<file path="src/rtl/rcs_pkg.sv">
// Shared types and constants of the radar composite selector.
package rcs_pkg;

   localparam int NUM_RADARS  = 4;
   localparam int SAMPLE_BITS = 16;
   localparam int KEY_BITS    = 35;

   localparam logic [15:0] SAMPLE_MASK =
      (SAMPLE_BITS >= 16) ? 16'hFFFF : 16'((32'd1 << SAMPLE_BITS) - 32'd1);

   localparam logic [2:0] WIN_NONE = 3'd4;

   localparam logic [2:0] MODE_QUIET_A = 3'd0;
   localparam logic [2:0] MODE_QUIET_B = 3'd3;

   typedef enum logic [2:0] {
      CSR_SELECT_RULE  = 3'd0,
      CSR_BITMAP_MODE  = 3'd1,
      CSR_NODATA_VALUE = 3'd2,
      CSR_CENTER_X     = 3'd3,
      CSR_CENTER_Y     = 3'd4
   } csr_index_type;

   typedef struct packed {
      logic        select_rule;
      logic [15:0] nodata_value;
      logic [63:0] center_x_packed;
      logic [63:0] center_y_packed;
   } front_cfg_type;

   typedef struct packed {
      logic [11:0]         pixel_x;
      logic [11:0]         pixel_y;
      logic [1:0]          radar_id;
      logic                counts;
      logic [15:0]         sample;
      logic [KEY_BITS-1:0] key;
      logic                last_radar;
   } cand_type;

endpackage

</file>
<file path="src/rtl/rcs_front.sv">
// Front end: accept candidate beats, qualify them and form the selection key.
module rcs_front (
   input  logic                  clock,
   input  logic                  reset,
   input  rcs_pkg::front_cfg_type cfg,
   input  logic                  hold_off,
   input  logic                  req_valid,
   output logic                  req_ready,
   input  logic [11:0]           req_pixel_x,
   input  logic [11:0]           req_pixel_y,
   input  logic [1:0]            req_radar_id,
   input  logic                  req_in_footprint,
   input  logic [15:0]           req_sample,
   input  logic [15:0]           req_beam_height,
   input  logic                  req_last_radar,
   output logic                  push_valid,
   input  logic                  push_ready,
   output rcs_pkg::cand_type     push_data
);
   import rcs_pkg::*;

   logic               advance;
   logic               accept;
   logic signed [15:0] cx;
   logic signed [15:0] cy;
   logic signed [16:0] dx;
   logic signed [16:0] dy;
   logic signed [33:0] prod_x;
   logic signed [33:0] prod_y;
   logic               counts;

   logic        s1_valid_ff, s1_valid_in;
   logic [11:0] s1_px_ff;
   logic [11:0] s1_py_ff;
   logic [1:0]  s1_rid_ff;
   logic        s1_counts_ff;
   logic [15:0] s1_sample_ff;
   logic [15:0] s1_height_ff;
   logic        s1_last_ff;
   logic [31:0] s1_sqx_ff;
   logic [31:0] s1_sqy_ff;

   assign advance   = !s1_valid_ff || push_ready;
   assign req_ready = advance && !hold_off;
   assign accept    = req_valid && req_ready;

   always_comb begin
      cx     = cfg.center_x_packed[{req_radar_id, 4'b0000} +: 16];
      cy     = cfg.center_y_packed[{req_radar_id, 4'b0000} +: 16];
      dx     = {cx[15], cx} - $signed({5'b00000, req_pixel_x});
      dy     = {cy[15], cy} - $signed({5'b00000, req_pixel_y});
      prod_x = dx * dx;
      prod_y = dy * dy;
      counts = ({1'b0, req_radar_id} < 3'(NUM_RADARS)) && req_in_footprint &&
               ((req_sample & SAMPLE_MASK) != (cfg.nodata_value & SAMPLE_MASK));
      s1_valid_in = advance ? accept : s1_valid_ff;
   end

   always_ff @(posedge clock) begin
      if (reset) begin
         s1_valid_ff <= 1'b0;
      end else begin
         s1_valid_ff <= s1_valid_in;
      end
   end

   always_ff @(posedge clock) begin
      if (accept) begin
         s1_px_ff     <= req_pixel_x;
         s1_py_ff     <= req_pixel_y;
         s1_rid_ff    <= req_radar_id;
         s1_counts_ff <= counts;
         s1_sample_ff <= req_sample;
         s1_height_ff <= req_beam_height;
         s1_last_ff   <= req_last_radar;
         s1_sqx_ff    <= prod_x[31:0];
         s1_sqy_ff    <= prod_y[31:0];
      end
   end

   always_comb begin
      push_valid           = s1_valid_ff;
      push_data.pixel_x    = s1_px_ff;
      push_data.pixel_y    = s1_py_ff;
      push_data.radar_id   = s1_rid_ff;
      push_data.counts     = s1_counts_ff;
      push_data.sample     = s1_sample_ff;
      push_data.last_radar = s1_last_ff;
      if (cfg.select_rule) begin
         push_data.key = {19'd0, s1_height_ff};
      end else begin
         push_data.key = {3'd0, s1_sqx_ff} + {3'd0, s1_sqy_ff};
      end
   end

endmodule

</file>
<file path="config.mk">
export PLATFORM = sky130hd
export DESIGN_NAME = rcs_front
export DESIGN_NICKNAME = d
export VERILOG_FILES = /design/src/rtl/rcs_pkg.sv /design/src/rtl/rcs_front.sv
export SDC_FILE = /design/constraint.sdc
export NUM_CORES = 2
export LEC_CHECK = 0
export BUFFER_PORTS_ARGS = -buffer_cell sky130_fd_sc_hd__buf_2
export CORE_MARGIN = 2
export CORE_UTILIZATION = 34
export CTS_BUF_LIST = sky130_fd_sc_hd__clkbuf_4 sky130_fd_sc_hd__clkbuf_8
export DETAILED_ROUTE_END_ITERATION = 7
export GPL_TIMING_DRIVEN = 1
export SLEW_MARGIN = 0
export SYNTH_ARGS = -nofsm -noshare
export SYNTH_HDL_FRONTEND = slang
export SYNTH_SLANG_ARGS = --single-unit
</file>
<file path="constraint.sdc">
create_clock -name clock -period 10.2 [get_ports clock]
set_input_delay 0.51 -clock clock [delete_from_list [all_inputs] [get_ports clock]]
set_output_delay 0.51 -clock clock [all_outputs]
set_load 0.05 [all_outputs]
</file>
# == Yosys cells after proc, flatten, opt, wreduce, memory -nomap -nowiden ==
# Cells that the tools add are included.
# totals
out_inout_bits,81
elab_cells,25
ff_bits,125
# op_classes
n_eq_ne,1
reduce_logical,6
muxes,1
n_mul,2
n_addsub,3
shift,2
# op_table
operator,n
$shiftx A64 B7 Y16,2
$mul A17 B17 Y32,2
$mux W35,1
$sub A16 B13 Y17,2
$add A32 B32 Y33,1
$ne A16 B16 Y1,1
$logic_and A1 B1 Y1,3
$logic_not A1 Y1,2
$logic_or A1 B1 Y1,1

# == Longest topological paths before layout ==
# depth
ltp_word,4
ltp_mapped,37
mapped_depth_nobuf,34

# == Worst setup path before layout ==
# OpenSTA, ideal clock, no wires.
# synth_path
kind,input to register
startpoint,in req_radar_id[0]
endpoint,reg s1_sqx_ff[31] (data pin)
cell_stages,35
setup_slack_ns,0.649
t_arrival_ns,9.287
n_path_buf,4
t_required_ns,9.936
cell_sequence,buf_6 buf_2 buf_1 mux4_2 fa_1 a211oi_1 o21ai_0 a311oi_1 nor2b_1 o21ai_0 nor2b_1 xnor2_1 inv_1 clkbuf_1 nand2_1 fa_1 inv_1 fa_1 inv_1 fa_1 inv_1 fa_1 fa_1 inv_1 fa_1 inv_1 ha_1 a21o_1 a31o_2 nor4b_1 a21oi_1 a311oi_1 o21bai_1 o31ai_1 xnor2_1
# synth_between
elab_chain_cells,3
# synth_rtl
item,line_no,rtl
from (decl),rcs_front.sv:11,"input logic [1:0] req_radar_id,"
$shiftx A64 B7 Y16,rcs_front.sv:48,"cx = cfg.center_x_packed[{req_radar_id, 4'b0000} +: 16];"
$sub A16 B13 Y17,rcs_front.sv:50,"dx = {cx[15], cx} - $signed({5'b00000, req_pixel_x});"
$mul A17 B17 Y32,rcs_front.sv:52,prod_x = dx * dx;
net prod_x[31],rcs_front.sv:28,logic signed [33:0] prod_x;
to (signal assigned),rcs_front.sv:76,s1_sqx_ff <= prod_x[31:0];
to (decl),rcs_front.sv:40,logic [31:0] s1_sqx_ff;
# The timed path passes the listed nets, and every way through them passes these cells.
# A chain may end at the register's enable or synchronous reset.

# == Final worst setup path ==
# Ends and elaborated chain as after synthesis.

==> reports/results.tsv <==
metric	value	unit
H-tree depth	4	
initial antenna violation count	6	
maxcap violations	0	
CP peak stage delay	640	ps
final core utilization	38.6	%
Layout fillers	7655	
reg2reg start	push_valid	
Die Wd	280	um
worst hold path type	in2reg	
GRT Total Usage	18.3	%
combinational family with the most area after synthesis	adder cells	
via count of the first global-routing pass	19866	
Syn Area/Cell	9.86	um2
Fmax	0.104	GHz
CTS Hold Buffers Added	0	
drc violations	0	
RSZ-0062 raised after global routing	false	
post_cts resized	0	
Initial Util	34.2	%
Final Critical Period	9610	ps
most used flip-flop cell after synthesis	edfxtp_1	
CTS tree	yes	
slowest stage cell on the critical path	mux4_2	
worst hold path depth	2	
sink of the worst hold path	push_valid	
RR Endpoint	s1_sqx_ff[30]	
Slew @ Worst Pin	989	ps
Synth Area in XOR/XNOR	4.83	%
Vias	18879	
top fanout value on the critical path	8	
post-synthesis mux area share	3.08	%
CP bufs+invs	8	
clock root buffer	clkbuf_8	
post-synth top area share	40.1	%
Core Rows	101	
endpoints failing setup	0	
CP Launch Type	input port	
Final Hold Fails	0	
leading area contributor after synthesis	fa_1	
TritonCTS Sinks	123	
Ys Warns	0	
Synth cell types	74	
Synth Register Bits	123	
Post-Synth Simple-Gate Area	9.91	%
WL final	68700	um
first-pass GRT wire length	108000	um
crit-path leading delay family	adder cells	
CTS clk-pin slew, worst paths	110	ps
critical path class	in2reg	
netlist area before placement	25800	um2
Required @ worst endpoint	10450	ps
clock tree buffer depth	2	
Crit. End Element	flip-flop	
Setup TNS Final	0	ps
Synth Area in Compound Gates	6.81	%
largest cells by area after synthesis	fa_1 40%, edfxtp_1 14%, ha_1 10%, inv_1 9.6%, nor2_1 3.3%	
FF-to-FF setup slack	7790	ps
Slew HR	33.5	%
I/O Buffers	288	
vias per inst	4.81	
DP Wirelength	60000	um
First-pass DRT Iterations	5	
Mapped Cells	2619	
total grt overflow	0	
P&R area growth vs syn	13.0	%
min-delay src	reset	
crit path DAT	9860	ps
RD Place Congestion	0.908	
sequential share of the synthesized area	14.3	%
worst skew pair latency	530	ps
status	completed	
Inserted Clock Buffers	17	
clock skew	38.9	ps
async set-or-reset flop fraction in the synthesized netlist	0	%
Routed wire per std cell	17.5	um
layout cells sized above 1	15.3	%
height of the chip	280	um
fin crit share	94.2	%
largest net degree at the start of global routing	71	
DIE AREA	78200	um2
R2R depth	5	
Slew Limit Fails	0	
DRT iter0 DRCs	1126	
I/O pins	291	
number of synthesized flops with an enable pin	122	
post-synthesis adder-cell area fraction	50.2	%
core footprint	75600	um2
Post-CTS Setup Repair Bufs	0	
antenna viol nets, final	0	
Post-layout nets	3867	
per-stage QoR:
step                      instances  worst slack [ps]  area (um2)  hold slack, ps
after floorplan                2620               649       25800             579
after global placement         3889               222       28800             477
after CTS                      3921               743       29200            68.2
final                          3923               592       29200             113
after detailed placement       3889               179       28800             481
after global routing           3922               127       29200            94.9
per-layer routing:
layer  routed length, um  track usage, %  up-vias  share of wire [%]
li1                    -               -     8710                  -
met1               30100            25.0     9408                 44
met2               31500            29.3      674                 46
met3                5780            4.56       83                8.4
met4                1290            3.94        4                1.9
met5                  27               0        -              0.039
worst max-delay path by stage:
| stage | start | endpoint | slack (ps) | depth (start not counted) |
|---|---|---|---|---|
| after floorplan | req_radar_id[0] | s1_sqx_ff[31] | 650 | 35 |
| after global placement | req_radar_id[0] | s1_sqx_ff[31] | 220 | 32 |
| after detailed placement | req_radar_id[0] | s1_sqx_ff[31] | 180 | 32 |
| after CTS | req_radar_id[0] | s1_sqx_ff[31] | 740 | 32 |
| after global routing | req_radar_id[0] | s1_sqx_ff[31] | 130 | 32 |
| final | req_radar_id[0] | s1_sqx_ff[31] | 590 | 32 |
area by class of cell:
class                           count  area [um2]  share of cell area (%)
Antenna cell                        2        5.00                  0.0172
Clock buffer                       18         248                   0.849
Clock inverter                     14         156                   0.536
Inverter                          669        2520                    8.62
Multi-Input combinational cell   1760       19300                    66.3
Sequential cell                   123        3680                    12.6
Tap cell                          978        1220                    4.19
Timing Repair Buffer              359        2000                    6.85
synthesized netlist by cell type, drive strengths merged, types with 3 or more instances:
library cell / n
a2111oi: 4
a211o: 3
a211oi: 14
a21boi: 3
a21o: 35
a21oi: 71
a221oi: 3
a31o: 3
a31oi: 8
and2: 27
and3: 19
buf: 17
clkbuf: 51
edfxtp: 122
fa: 517
ha: 210
inv: 667
mux2: 4
mux2i: 3
mux4: 32
nand2: 201
nand2b: 13
nand3: 13
nand3b: 3
nand4: 9
nor2: 229
nor2b: 17
nor3: 22
nor3b: 4
nor4: 5
o211ai: 8
o21a: 16
o21ai: 61
o21bai: 11
o31a: 6
o31ai: 10
or2: 7
or3: 6
xnor2: 94
xor2: 45
layout by cell type, fill, tap and decap left out, types with 8 or more instances in the layout:
| cell type | instances |
|---|---|
| a211oi_1 | 14 |
| xnor2_1 | 93 |
| nand2b_1 | 13 |
| and2_1 | 27 |
| mux4_2 | 32 |
| a21o_1 | 35 |
| o21ai_0 | 61 |
| buf_4 | 69 |
| xor2_1 | 45 |
| o21bai_1 | 10 |
| and3_1 | 19 |
| clkbuf_8 | 18 |
| nand2_1 | 201 |
| o21a_1 | 16 |
| nor3_1 | 21 |
| inv_1 | 662 |
| a21oi_1 | 71 |
| ha_1 | 210 |
| nor2b_1 | 17 |
| nand4_1 | 9 |
| o31ai_1 | 10 |
| nand3_1 | 13 |
| buf_2 | 288 |
| nor2_1 | 229 |
| a31oi_1 | 8 |
| edfxtp_1 | 122 |
| fa_1 | 517 |
logic make-up after synthesis:
| kind of cell | after synthesis |
|---|---|
| adder cells (fa/ha/maj) | 727 |
| XOR/XNOR | 140 |
| AO/OA/AOI/OAI | 271 |
| buffers and inverters | 737 |
| flip-flops | 123 |
| AND/OR/NAND/NOR | 581 |
| multiplexers | 39 |
| other | 1 |
flip-flops by register name, indices dropped and copies added, names as in the netlist:
signal,cells
s1_height_ff,16
s1_py_ff,12
s1_rid_ff,2
s1_sample_ff,16
s1_counts_ff,1
s1_px_ff,12
push_valid,1
s1_sqy_ff,31
s1_sqx_ff,31
s1_last_ff,1
worst reg2reg max path, stage by stage, from the launching register on:
cell	delay (ps)
dfxtp_1	320
nand2b_1	80
nor2b_1	160
nand2_1	140
inv_6	520
buf_4	740
Power is not shown: default switching activity piles up to over one toggle a cycle in this logic, so the estimate is an artifact.
