$ cat src/rtl/rcs_pkg.sv
// Shared types and constants of the radar composite selector.
package rcs_pkg;

   localparam int NUM_RADARS  = 4;
   localparam int SAMPLE_BITS = 16;
   localparam int KEY_BITS    = 35;

   localparam logic [15:0] SAMPLE_MASK =
      (SAMPLE_BITS >= 16) ? 16'hFFFF : 16'((32'd1 << SAMPLE_BITS) - 32'd1);

   localparam logic [2:0] WIN_NONE = 3'd4;

   localparam logic [2:0] MODE_QUIET_A = 3'd0;
   localparam logic [2:0] MODE_QUIET_B = 3'd3;

   typedef enum logic [2:0] {
      CSR_SELECT_RULE  = 3'd0,
      CSR_BITMAP_MODE  = 3'd1,
      CSR_NODATA_VALUE = 3'd2,
      CSR_CENTER_X     = 3'd3,
      CSR_CENTER_Y     = 3'd4
   } csr_index_type;

   typedef struct packed {
      logic        select_rule;
      logic [15:0] nodata_value;
      logic [63:0] center_x_packed;
      logic [63:0] center_y_packed;
   } front_cfg_type;

   typedef struct packed {
      logic [11:0]         pixel_x;
      logic [11:0]         pixel_y;
      logic [1:0]          radar_id;
      logic                counts;
      logic [15:0]         sample;
      logic [KEY_BITS-1:0] key;
      logic                last_radar;
   } cand_type;

endpackage

$ cat src/rtl/rcs_fifo.sv
// Candidate queue between the front end and the back end.
module rcs_fifo (
   input  logic              clock,
   input  logic              reset,
   input  logic              push_valid,
   output logic              push_ready,
   input  rcs_pkg::cand_type push_data,
   output logic              pop_valid,
   input  logic              pop_ready,
   output rcs_pkg::cand_type pop_data
);
   import rcs_pkg::*;

   localparam int DEPTH = 4;
   localparam int PW    = $clog2(DEPTH);

   cand_type        slot_ff [DEPTH];
   logic [PW-1:0]   wr_ptr_ff, wr_ptr_in;
   logic [PW-1:0]   rd_ptr_ff, rd_ptr_in;
   logic [PW:0]     count_ff, count_in;
   logic            push;
   logic            pop;

   assign push_ready = count_ff != (PW+1)'(DEPTH);
   assign pop_valid  = count_ff != '0;
   assign push       = push_valid && push_ready;
   assign pop        = pop_valid && pop_ready;
   assign pop_data   = slot_ff[rd_ptr_ff];

   always_comb begin
      wr_ptr_in = push ? wr_ptr_ff + 1'b1 : wr_ptr_ff;
      rd_ptr_in = pop ? rd_ptr_ff + 1'b1 : rd_ptr_ff;
      count_in  = count_ff;
      if (push && !pop) begin
         count_in = count_ff + 1'b1;
      end else if (pop && !push) begin
         count_in = count_ff - 1'b1;
      end
   end

   always_ff @(posedge clock) begin
      if (reset) begin
         wr_ptr_ff <= '0;
         rd_ptr_ff <= '0;
         count_ff  <= '0;
      end else begin
         wr_ptr_ff <= wr_ptr_in;
         rd_ptr_ff <= rd_ptr_in;
         count_ff  <= count_in;
      end
   end

   always_ff @(posedge clock) begin
      if (push) begin
         slot_ff[wr_ptr_ff] <= push_data;
      end
   end

`ifndef SYNTHESIS
   a_count_bound: assert property (@(posedge clock) disable iff (reset)
      count_ff <= (PW+1)'(DEPTH))
      else $error("queue count beyond depth");

   a_push_grows: assert property (@(posedge clock) disable iff (reset)
      push && !pop |=> count_ff == $past(count_ff) + 1'b1)
      else $error("queue count did not grow on push");

   a_pop_shrinks: assert property (@(posedge clock) disable iff (reset)
      pop && !push |=> count_ff == $past(count_ff) - 1'b1)
      else $error("queue count did not shrink on pop");

   a_empty_ptrs: assert property (@(posedge clock) disable iff (reset)
      count_ff == '0 |-> wr_ptr_ff == rd_ptr_ff)
      else $error("empty queue with unequal pointers");
`endif

endmodule

$ cat config.mk
export PLATFORM = sky130hd
export DESIGN_NAME = rcs_fifo
export DESIGN_NICKNAME = d
export VERILOG_FILES = /design/src/rtl/rcs_pkg.sv /design/src/rtl/rcs_fifo.sv
export SDC_FILE = /design/constraint.sdc
export NUM_CORES = 1
export LEC_CHECK = 0
export BUFFER_PORTS_ARGS = -buffer_cell sky130_fd_sc_hd__clkbuf_2
export CORE_ASPECT_RATIO = 1.75
export CORE_MARGIN = 4
export CORE_UTILIZATION = 60
export DETAILED_ROUTE_END_ITERATION = 7
export GPL_ROUTABILITY_DRIVEN = 0
export GPL_TIMING_DRIVEN = 0
export PLACE_DENSITY = 0.83
export SETUP_SLACK_MARGIN = 0.3
export SLEW_MARGIN = 30
export SYNTH_ARGS = -nofsm -noshare
export SYNTH_HDL_FRONTEND = slang
export SYNTH_SLANG_ARGS = --single-unit
$ cat constraint.sdc
create_clock -name clock -period 6.75 [get_ports clock]
set_input_delay 1.35 -clock clock [delete_from_list [all_inputs] [get_ports clock]]
set_output_delay 1.35 -clock clock [all_outputs]
set_load 0.03 [all_outputs]
Yosys cells after proc, flatten, opt, wreduce, memory -nomap -nowiden
Memory sizes are Yosys's and may differ from the RTL's. A register that Yosys moved wholly into a read port is not among the register bits.
Index checks and enable logic that the tools add are counted.
{ "totals": {"inputBits": 83, "ff_bits": 7, "memories": 1, "output_inout_bits": 81, "mem_bits_rw": 316, "word_cells": 23} }
{ "op_classes": {"reduce_logical": 8, "n_addsub": 4, "muxes": 6, "n_eq_ne": 1} }
{ "memory_table": {"columns": ["memory", "depth", "word_bits", "read_ports", "rd_ports_with_merged_regs", "write_ports", "line", "rtl"], "rows": [
  ["slot_ff", 4, 79, 1, 1, 1, "rcs_fifo.sv:17", "cand_type slot_ff [DEPTH];"]
]} }
{ "ops": {"columns": ["cell", "count"], "rows": [
  ["3-bit 2-to-1 mux", 2],
  ["2-bit by 1-bit adder with 2-bit output (second input constant)", 2],
  ["1-bit logical AND", 4],
  ["2-bit 2-to-1 mux", 2],
  ["3-bit by 1-bit adder with 3-bit output (second input constant)", 1],
  ["3-bit inequality test (second input constant)", 1],
  ["3-bit nonzero test", 1],
  ["3-bit by 1-bit subtractor with 3-bit output (second input constant)", 1],
  ["1-bit logical NOT", 2],
  ["1-bit 2-to-1 mux", 2],
  ["2-bit nonzero test", 1]
]} }

Depth between registers and ports, before layout
Gate-level depths: netlist of the first run.
{ "logic_depth": {"word_depth": 6, "depth_mapped": 8, "mapped_depth_nobuf": 8} }

Worst setup path after synthesis of the first run
No wires, ideal clock.
{ "synth_path": {"path_type": "in2reg", "start": "in push_valid", "end": "mem slot_ff[0][0] (netlist bit), enable pin", "n_path_buf": 0, "arrival_ns": 3.499, "path_stages": 2, "required_time_ns": 6.304, "setup_ns": 0.446, "path_slack_ns": 2.805, "cell_sequence": "a21boi_2 -> and2_1"} }
{ "synth_between": {"elab_chain_cells": 3} }
{ "synth_lines": {"columns": ["item", "line", "rtl"], "rows": [
  ["start: declaration", "rcs_fifo.sv:5", "input logic push_valid,"],
  ["1-bit logical AND", "rcs_fifo.sv:26", "assign push = push_valid && push_ready;"],
  ["1-bit 2-to-1 mux", "rcs_fifo.sv:54", "if (push) begin"],
  ["1-bit 2-to-1 mux (implied by the code)", "rcs_fifo.sv:55", "slot_ff[wr_ptr_ff] <= push_data;"],
  ["end: declaration", "rcs_fifo.sv:17", null]
]} }
Every way passes these cells.

==> run metrics, run 1 <==
initial antenna violation count=4; die area=22100 µm²; num rows=67; Post-Syn Instances=461; Multi-input gate area=2060 µm²; largest net degree at the start of global routing=45; worst slew pin tran=0.707 ns; WHS Endpoint=wr_ptr_ff[1]$_SDFFE_PP0P_; dpl cells=870; synth top area cells=edfxtp_1, mux4_2, dfxtp_1; Final Skew=0.00702 ns; drt initial violations=361; post-synthesis adder-cell area fraction=0.697%; Hold WC Path Type=flop to flop; Largest stage delay, worst path=0.57 ns; hold_buf cts=0; reg2reg start=count_ff[0]$_SDFFE_PP0P_; TritonCTS clock tree=done; outcome=finished, final reports clean; cts repair resizes=0; minimum clock period=3.61 ns; drc violations=0; layout cells sized above 1=44.7%; flops & latches, synth=325; Hold Crit Start=wr_ptr_ff[1]$_SDFFE_PP0P_; sequential fraction of the synthesis area=81.6%; post-synth top area share=80.1%; post-layout instance area=14000 µm²; syn_nets=550; XOR/XNOR Fraction of Synth Area=0.296%; Power per Cell Area=401 nW/µm²; worst rel slew slack=52.9%; Post-synth EDFFs=316; die width=114 µm; fin crit share=53.5%; htree depth=1; post-CTS setup buffers=0; Final setup viols=0; port bufs=162; vias in the first global route=5983; Compound-Gate Fraction of Synth Area=0.317%; DR pass1 iterations=4; max-slew violations=0; critical path fanouts, max=10; Nets=747; Crit path required time=5.40 ns; wire length per cell=23.6 µm; post-synth top area cell=edfxtp_1; Critical Path Stages=4; most instantiated cells after synthesis=edfxtp_1, mux4_2, buf_2, dfxtp_1, nor2_1; core region area=19300 µm²; grt ovf=0; register-to-register setup slack=4.42 ns; starting density of the core=61.4%; Setup Total Neg Slack=0 ns; Vias=5376; YS warnings=0; Static Leak=0.00475 µW; CTS buffer count=27; Max Cap Viol=0; FF/Latch Area=9670 µm²; CTS clk-pin slew, worst paths=0.07 ns; io pins=164; critical path's top delay family=buffers and inverters; Clk Tree Root Cell=clkbuf_16; clock buffer depth=3; Die Ht=194 µm; filler-free cell count of the finished design=921; worst path cell trace=buf_2 > clkbuf_1 > mux4_2 > clkbuf_2; clk sinks=325; first-pass GRT wire length=33900 µm; hold depth=2; RSZ-0062 raised after global routing=no; Fmax=277 MHz; ANT nets after route=0; critical path startpoint category=flop; GRT Overall Usage=20.3%; maximum vdd drop=0.320 mV; Final Hold Fails=0; clock latency on the worst-skew pair=0.52 ns; Crit-path slowest cell=clkbuf_1; dpl cell area=13100 µm²; post-synth cell types=24; simple-gate share of the synthesized area=0.708%; area delta synth->final=17.8%; Synth Cell Area=11800 µm²; mux cell area share after synthesis=15.3%; dpl hpwl=13800 µm; ys flop type=edfxtp_1; Syn Area/Cell=25.7 µm²; filler instances=1119; Async S/R FF share, synth=0%; Buf+Inv Stages, Crit Path=3; crit path DAT=2.26 ns; Vias per Instance=5.84; most common cell in the netlist=edfxtp_1; main combinational cell family by area after synthesis=multiplexers; crit end category=primary output; Worst R2R End=count_ff[2]$_SDFFE_PP0P_; Routed WL=21700 µm; R2R cell count=8; CP Class=flop to primary output
area by class of cell:
class                      count  share of cell area [%]
antenna                        4                  0.0717
buffer                        19                   0.842
clock buffer                  39                    5.76
clock inverter                 8                   0.305
inverter                       3                  0.0807
multi-input combinational    114                    14.8
sequential                   325                    69.3
tap                          241                    2.16
timing repair buffer         168                    6.77
tightest hold or removal path, delay by kind of cell (launching register included):
family	cells	cell delay, ns
multiplexers	1	0.06
flip-flops	1	0.35
AND/OR/NAND/NOR	1	0.08
power by group:
part           switching, µW  leakage (µW)  internal [µW]  total [µW]
Combinational           1020       0.00136            609        1630
Clock                    640      0.000413            826        1470
Sequential              59.3       0.00297           2450        2510
Total                   1720       0.00475           3880        5600
registers in the layout, summed over array words and instances, names as in the netlist, named ones only:
register	cells
count_ff	3
rd_ptr_ff	2
slot_ff	316
wr_ptr_ff	2
metrics by stage:
stage / setup slack [ns] / power, µW / utilization [%] / hold slack, ns
2_1_floorplan: 2.80 / 3730 / - / 0.482
3_3_place_gp: 1.52 / 4140 / 67.2 / 0.492
3_5_place_dp: 3.55 / 4190 / 68.0 / 0.514
4_1_cts: 3.05 / 5670 / 72.4 / 0.531
5_1_grt: 3.00 / 5840 / 72.4 / 0.562
6_report: 3.14 / 5600 / 72.4 / 0.532
how the worst max path moves through the flow:
stage | startpoint | endpoint
global route | flop | pop_data[35]
detailed placement | push_valid | count_ff[2]$_SDFFE_PP0P_
floorplan | push_valid | slot_ff[0][0]$_DFFE_PP_
CTS | flop | pop_data[35]
global placement | push_valid | slot_ff[0][76]$_DFFE_PP_
finish | flop | pop_data[35]
logic make-up (layout without fill, tap and decap cells):
kind of cell | Yosys count | after routing
xor gates and xnor gates | 4 | 4
AOI/OAI and AO/OA | 5 | 5
muxes | 82 | 82
buffers and inverters | 22 | 237
other | 0 | 4
and+or+nand+nor | 17 | 17
DFF | 325 | 325
adders and majority gates | 6 | 6
cells in the final DEF, fill, tap and decap left out, types with 3 or more instances in the layout:
master	Yosys	routed
mux4_2	79	79
ha_1	5	5
inv_1	3	3
clkbuf_1	7	14
clkbuf_16	0	30
buf_2	9	9
clkbuf_2	0	162
clkinv_1	0	3
nor2_1	8	8
buf_12	1	5
and2_4	0	4
edfxtp_1	316	316
diode_2	0	4
clkinv_2	0	3
xor2_1	4	4
dfxtp_1	9	9
layer usage:
metal | up-vias | routed length [µm] | GRT usage [%]
met4 | 0 | 913 | 9.03
li1 | 2364 | - | -
met3 | 53 | 1150 | 3.37
met1 | 2793 | 7220 | 23.5
met2 | 166 | 12500 | 36.4
met5 | - | 0 | 0
No activity file was read; power rests on OpenSTA's default activity.
==> run 2, diff against run 1 <==
CORE_UTILIZATION = 57   (was 60)
PLACE_DENSITY = 0.79   (was 0.83)
clock period = 3.6 ns   (was 6.75 ns; I/O delays follow)
==> run 2 against run 1 <==
Final cell count grew 0.43%. Die area grew 5.0%. Clock power grew 99%. Largest power group unchanged. Setup slack lost 2.5 ns. Sequential share of layout area shrank 0.18 points. Non-clock buffer count shrank 2. Critical endpoint is now pop_data[5].
==> run metrics, run 2 (same netlist as run 1, synthesis figures left out) <==
Biggest register=slot_ff; crit end category=primary output; fin crit share=82.9%; Crit path required time=2.88 ns (-2.52 ns); core region area=20400 µm² (+5.7%); outcome=finished, final reports clean; Vias per Instance=5.76 (-1.3%); Fmax=335 MHz; CP Class=flop to primary output; clock buffer depth=3 (unchanged); layout cells sized above 1=45.1% (+0.38 points); critical path fanouts, max=10 (unchanged); max-slew violations=0 (unchanged); crit path DAT=2.26 ns (about the same); drt initial violations=404 (+12%); register-to-register setup slack=1.31 ns (-3.11 ns); most common cell after layout, fill and taps aside=edfxtp_1; post-CTS setup buffers=0 (unchanged); worst rel slew slack=57.1% (+4.2 points); post-layout instance area=14000 µm² (+0.26%); final hold slack=0.404 ns (-0.128 ns); die area=23200 µm² (+5.0%); DR pass1 iterations=4 (unchanged); first-pass GRT wire length=32800 µm (-3.3%); ANT nets after route=0 (unchanged); Final Skew=0.0118 ns (+0.00482 ns); filler instances=1253 (+12%); Clk Tree Root Cell=clkbuf_16; Setup Total Neg Slack=0 ns (unchanged); dpl cell area=13100 µm² (-0.12%); Largest register FFs=316 (unchanged); wire length per cell=22.9 µm (-3.0%); TritonCTS clock tree=done; CTS buffer count=27 (unchanged); hold_buf cts=0 (unchanged); minimum clock period=2.98 ns; Worst R2R End=count_ff[2]$_SDFFE_PP0P_; dpl hpwl=14000 µm (+1.2%); critical path startpoint category=flop; area delta synth->final=18.2%; largest net degree at the start of global routing=42 (-6.7%); maximum vdd drop=0.572 mV (+79%); clock latency on the worst-skew pair=0.53 ns (about the same); RSZ-0062 raised after global routing=no; Final Hold Fails=0 (unchanged); most frequent cells in the layout=edfxtp_1, clkbuf_2, mux4_2; worst slew pin tran=0.644 ns (-0.0630 ns); initial antenna violation count=2 (-2); die width=117 µm (+2.4%); reg2reg start=count_ff[0]$_SDFFE_PP0P_; ant diodes=0 (-4); Final setup viols=0 (unchanged); Routed WL=21200 µm (-2.6%); Max Cap Viol=0 (unchanged); clk sinks=325 (unchanged); vias in the first global route=5866 (-2.0%); Vias=5330 (-0.86%); fin util=68.7% (-3.7 points); num rows=69 (+3.0%); starting density of the core=58.1% (-3.3 points); GRT Overall Usage=18.8% (-1.4 points); CTS clk-pin slew, worst paths=0.06 ns (about the same); htree depth=1 (unchanged); R2R cell count=8 (unchanged); Die Ht=199 µm (+2.5%); Nets=745 (-0.27%); Hold WC Path Type=input pin to flop; port bufs=162 (unchanged); Static Leak=0.00476 µW (+0.41%); Top Registers=slot_ff x316, count_ff x3; grt ovf=0 (unchanged); CP Capture Point=pop_data[5]; drc violations=0 (unchanged); Power per Cell Area=760 nW/µm² (+90%); cts repair resizes=0 (unchanged); io pins=164 (unchanged)
==> run 2: metrics by stage <==
stage                     worst slack, ns  instances  power, µW
after floorplan                      1.15        461       6970
after global placement              0.424        871       7740
after detailed placement             1.10        875       7860
after CTS                           0.556        925      10800
after global routing                0.501        925      11100
final                               0.616        925      10600
==> run 2: critical path, cell delays in order (launching register included) <==
cell	delay, ns
dfxtp_1	0.30
buf_2	0.24
clkbuf_1	0.53
mux4_2	0.46
clkbuf_2	0.21
==> run 2: worst min path at each step <==
| stage | startpoint | endpoint | slack (ns) | depth (start not counted) |
|---|---|---|---|---|
| 2_1_floorplan | wr_ptr_ff[1]$_SDFFE_PP0P_ | wr_ptr_ff[1]$_SDFFE_PP0P_ | 0.48 | 2 |
| 3_3_place_gp | wr_ptr_ff[1]$_SDFFE_PP0P_ | wr_ptr_ff[1]$_SDFFE_PP0P_ | 0.49 | 2 |
| 3_5_place_dp | rd_ptr_ff[1]$_SDFFE_PP0P_ | flop | 0.52 | 2 |
| 4_1_cts | push_data[78] | slot_ff[0][78]$_DFFE_PP_ | 0.37 | 1 |
| 5_1_grt | push_data[54] | slot_ff[3][54]$_DFFE_PP_ | 0.38 | 1 |
| 6_report | push_data[18] | slot_ff[3][18]$_DFFE_PP_ | 0.40 | 1 |
==> run 2: layout make-up <==
class / instances / area (µm²) / area share, %
flip-flops and latches: 325 / 9670 / 69.1
multi-input cells: 114 / 2060 / 14.7
repair buffers: 166 / 921 / 6.58
clock buffers: 37 / 786 / 5.61
well taps: 248 / 310 / 2.22
clock inverters: 13 / 124 / 0.885
plain buffers: 19 / 118 / 0.840
inverters: 3 / 11.3 / 0.0804
==> run 2: power by group <==
part | switching (µW) | leakage, µW | internal, µW
logic | 1880 | 0.00135 | 1140
registers | 111 | 0.00297 | 4590
clock network | 1250 | 0.000442 | 1680
==> run 2: layer usage <==
layer  vias up  routed length (µm)  global-route usage, %  part of all wire, %
met4         4                 617                   5.74                  2.9
met5         -                  24                      0                 0.11
met1      2747                7370                   22.5                   35
met2       173               11900                   33.8                   56
li1       2361                   -                      -                    -
met3        45                1280                   4.26                  6.0
==> run 3, diff against run 2 <==
ABC_AREA = 1   (was default)
clock period = 3.1 ns   (was 3.6 ns; I/O delays follow)
==> run 3 against run 2 <==
Combinational power grew 34%. Highest routed layer is now met4. Non-clock buffer count is 45 higher. Sequential share of layout area fell by 3.3 points. Clock power up 14%. Synthesized cell count is 80% higher. First-iteration DRC count rose by 43%. Die area increased by 2.6%. Area after synthesis up 2.7%. Final cell count grew 42%. Total power is 21% higher. Routed wire length up 30%. Global-route usage up 4.2 points. Critical path type unchanged.
==> run metrics, run 3 <==
first-pass GRT wire length=42800 µm (+31%); Async S/R FF share, synth=0% (unchanged); Post-synth EDFFs=316 (unchanged); ant diodes=0 (unchanged); main combinational cell family by area after synthesis=compound AO/OA/AOI/OAI gates; critical path fanouts, max=10 (unchanged); fin crit share=89.3%; post-synthesis adder-cell area fraction=0.679% (-0.018 points); R2R cell count=9 (+1); hold_buf cts=0 (unchanged); post-synth top area share=78.0% (-2.1 points); Max Cap Viol=0 (unchanged); Vias=7640 (+43%); minimum clock period=2.77 ns; starting density of the core=58.1% (about the same); htree depth=1 (unchanged); GRT Overall Usage=23.0% (+4.2 points); Fmax=361 MHz; flops & latches, synth=325 (unchanged); share of total power in combinational logic=31.5% (+3.1 points); DR pass1 iterations=5 (+1); CTS clk-pin slew, worst paths=0.07 ns (about the same); WHS Endpoint=slot_ff[3][18]$_DFFE_PP_; reg2reg start=count_ff[1]$_SDFFE_PP0P_; Multi-input gate area=2170 µm² (+5.6%); Top Registers=slot_ff x316, count_ff x3; critical path startpoint category=flop; sequential fraction of the synthesis area=79.4% (-2.2 points); Syn Area/Cell=14.6 µm² (-43%); post-synth cell types=20 (-17%); most common cell after layout, fill and taps aside=edfxtp_1; drc violations=0 (unchanged); part of the power in registers=42.5% (-1.7 points); die width=118 µm (+1.3%); filler instances=1375 (+9.7%); Worst R2R End=count_ff[1]$_SDFFE_PP0P_; Routed WL=27500 µm (+30%); largest net degree at the start of global routing=22 (-48%); sw power=4420 µW (+36%); Final Skew=0.0162 ns (+0.00435 ns); area delta synth->final=20.8%; most frequent cells in the layout=edfxtp_1, clkbuf_2, nor2_1; FF/Latch Area=9670 µm² (about the same); crit path DAT=2.15 ns (-0.11 ns); Largest register FFs=316 (unchanged); dpl hpwl=18400 µm (+32%); Crit path required time=2.48 ns (-0.40 ns); mux cell area share after synthesis=0% (-15 points); Int Power=8420 µW (+14%); clk sinks=325 (unchanged); Vias per Instance=5.82 (+1.1%); port bufs=163 (+0.62%); syn_nets=920 (+67%); Post-Syn Instances=831 (+80%); Hold Crit Start=push_data[18]; ys flop type=edfxtp_1; vias in the first global route=7954 (+36%); synth top area cells=edfxtp_1, nor2_1, o21ai_0; Clock power frac=25.9% (-1.6 points); PnR Total Power=12800 µW (+21%); num rows=70 (+1.4%); CP Class=flop to primary output; Synth Cell Area=12200 µm² (+2.7%); outcome=finished, final reports clean; Power per Cell Area=873 nW/µm² (+15%); grt ovf=0 (unchanged); wire length per cell=20.9 µm (-8.5%); core region area=20900 µm² (+2.7%); most instantiated cells after synthesis=edfxtp_1, nor2_1, o21ai_0; Final setup viols=0 (unchanged); final hold slack=0.298 ns (-0.105 ns); simple-gate share of the synthesized area=5.99% (+5.3 points); die area=23800 µm² (+2.6%); CTS buffer count=27 (unchanged); register-to-register setup slack=0.86 ns (-0.45 ns); drt initial violations=577 (+43%); Static Leak=0.00531 µW (+11%); RSZ-0062 raised after global routing=no; clock buffer depth=3 (unchanged); Nets=1129 (+52%); layout cells sized above 1=25.6% (-19 points); YS warnings=0 (unchanged); dpl cell area=13800 µm² (+5.2%); Final Hold Fails=0 (unchanged); Die Ht=201 µm (+1.3%); worst slew pin tran=0.597 ns (-0.0466 ns); io pins=164 (unchanged); post-CTS setup buffers=0 (unchanged); max-slew violations=0 (unchanged); worst rel slew slack=60.1% (+3.0 points); post-synth top area cell=edfxtp_1; most common cell in the netlist=edfxtp_1; TritonCTS clock tree=done; Compound-Gate Fraction of Synth Area=10.7% (+10 points); clock latency on the worst-skew pair=0.54 ns (about the same); Clk Tree Root Cell=clkbuf_16; hold depth=1 (unchanged); XOR/XNOR Fraction of Synth Area=0.0720% (-0.22 points); ANT nets after route=0 (unchanged); post-layout instance area=14700 µm² (+5.0%); Biggest register=slot_ff; initial antenna violation count=0 (-2); maximum vdd drop=0.640 mV (+12%); crit end category=primary output; switch share=34.4% (+4.0 points); Hold WC Path Type=input pin to flop
## run 3: cell types whose count changed after synthesis, sizes merged, moves of 3 or more
cell,change
mux4,-79
o22ai,+79
clkbuf,+15
o21ai,+158
inv,+13
and2,-4
buf,+16
nor2,+164
nand2,+14
nand3,+4
xor2,-3
## run 3: logic make-up (layout without fill, tap and decap cells)
family                     Yosys count  count (layout)
and+or+nand+nor                    192             192
DFF                                325             325
adders and majority gates            6               6
AOI/OAI and AO/OA                  241             241
xor gates and xnor gates             1               1
buffers and inverters               66             295
## run 3: how the worst max path moves through the flow
stage / from / cells after the start / slack (ns) / endpoint
finish: flop / 7 / 0.33 / pop_data[71]
global route: flop / 7 / 0.30 / pop_data[6]
CTS: flop / 4 / 0.30 / pop_data[4]
detailed placement: flop / 5 / 0.66 / pop_data[34]
global placement: push_valid / 3 / -1.79 / slot_ff[3][47]$_DFFE_PP_
floorplan: count_ff[0]$_SDFFE_PP0P_ / 4 / -0.35 / slot_ff[0][0]$_DFFE_PP_
## run 3: per-stage QoR
step	utilization, %	worst slack [ns]	std cells	setup TNS [ns]
3_5_place_dp	65.8	0.662	1263	0
6_report	70.2	0.331	1312	0
3_3_place_gp	63.6	-1.79	1246	-549.93
5_1_grt	70.2	0.303	1312	0
2_1_floorplan	-	-0.345	831	-109.09
4_1_cts	70.1	0.296	1312	0
## run 3: power groups by stage
stage | Clock (µW) | Combinational, µW | Sequential (µW)
3_5_place_dp | 0 | 4020 | 5550
2_1_floorplan | 0 | 2550 | 5550
6_report | 3330 | 4050 | 5460
3_3_place_gp | 0 | 3750 | 5600
4_1_cts | 3390 | 4080 | 5460
5_1_grt | 3570 | 4340 | 5490
## run 3: what timing repair did
action	4_1_cts	5_1_grt
pin swaps	0	0
setup endpoints to repair	70	38
gates resized for setup	17	20
## run 3: area by class of cell
type	count	share of cell area [%]
Buffer	50	2.30
Multi-Input combinational cell	440	14.8
Clock inverter	11	0.893
Sequential cell	325	65.8
Clock buffer	38	5.01
Inverter	16	0.442
Tap cell	252	2.14
Timing Repair Buffer	180	8.63
## run 3: critical path, stage by stage (launching register included)
cell and delay (ns):
dfxtp_2 0.37, buf_6 0.17, inv_4 0.09, buf_6 0.20, buf_6 0.18, nor2_1 0.05
o22ai_1 0.29, clkbuf_2 0.27
## run 3: per-layer routing
| layer | GRT usage (%) | part of all wire, % |
|---|---|---|
| met1 | 26.3 | 36 |
| met2 | 43.3 | 55 |
| met3 | 3.40 | 5.4 |
| met4 | 8.41 | 3.3 |
| met5 | 0 | 0 |
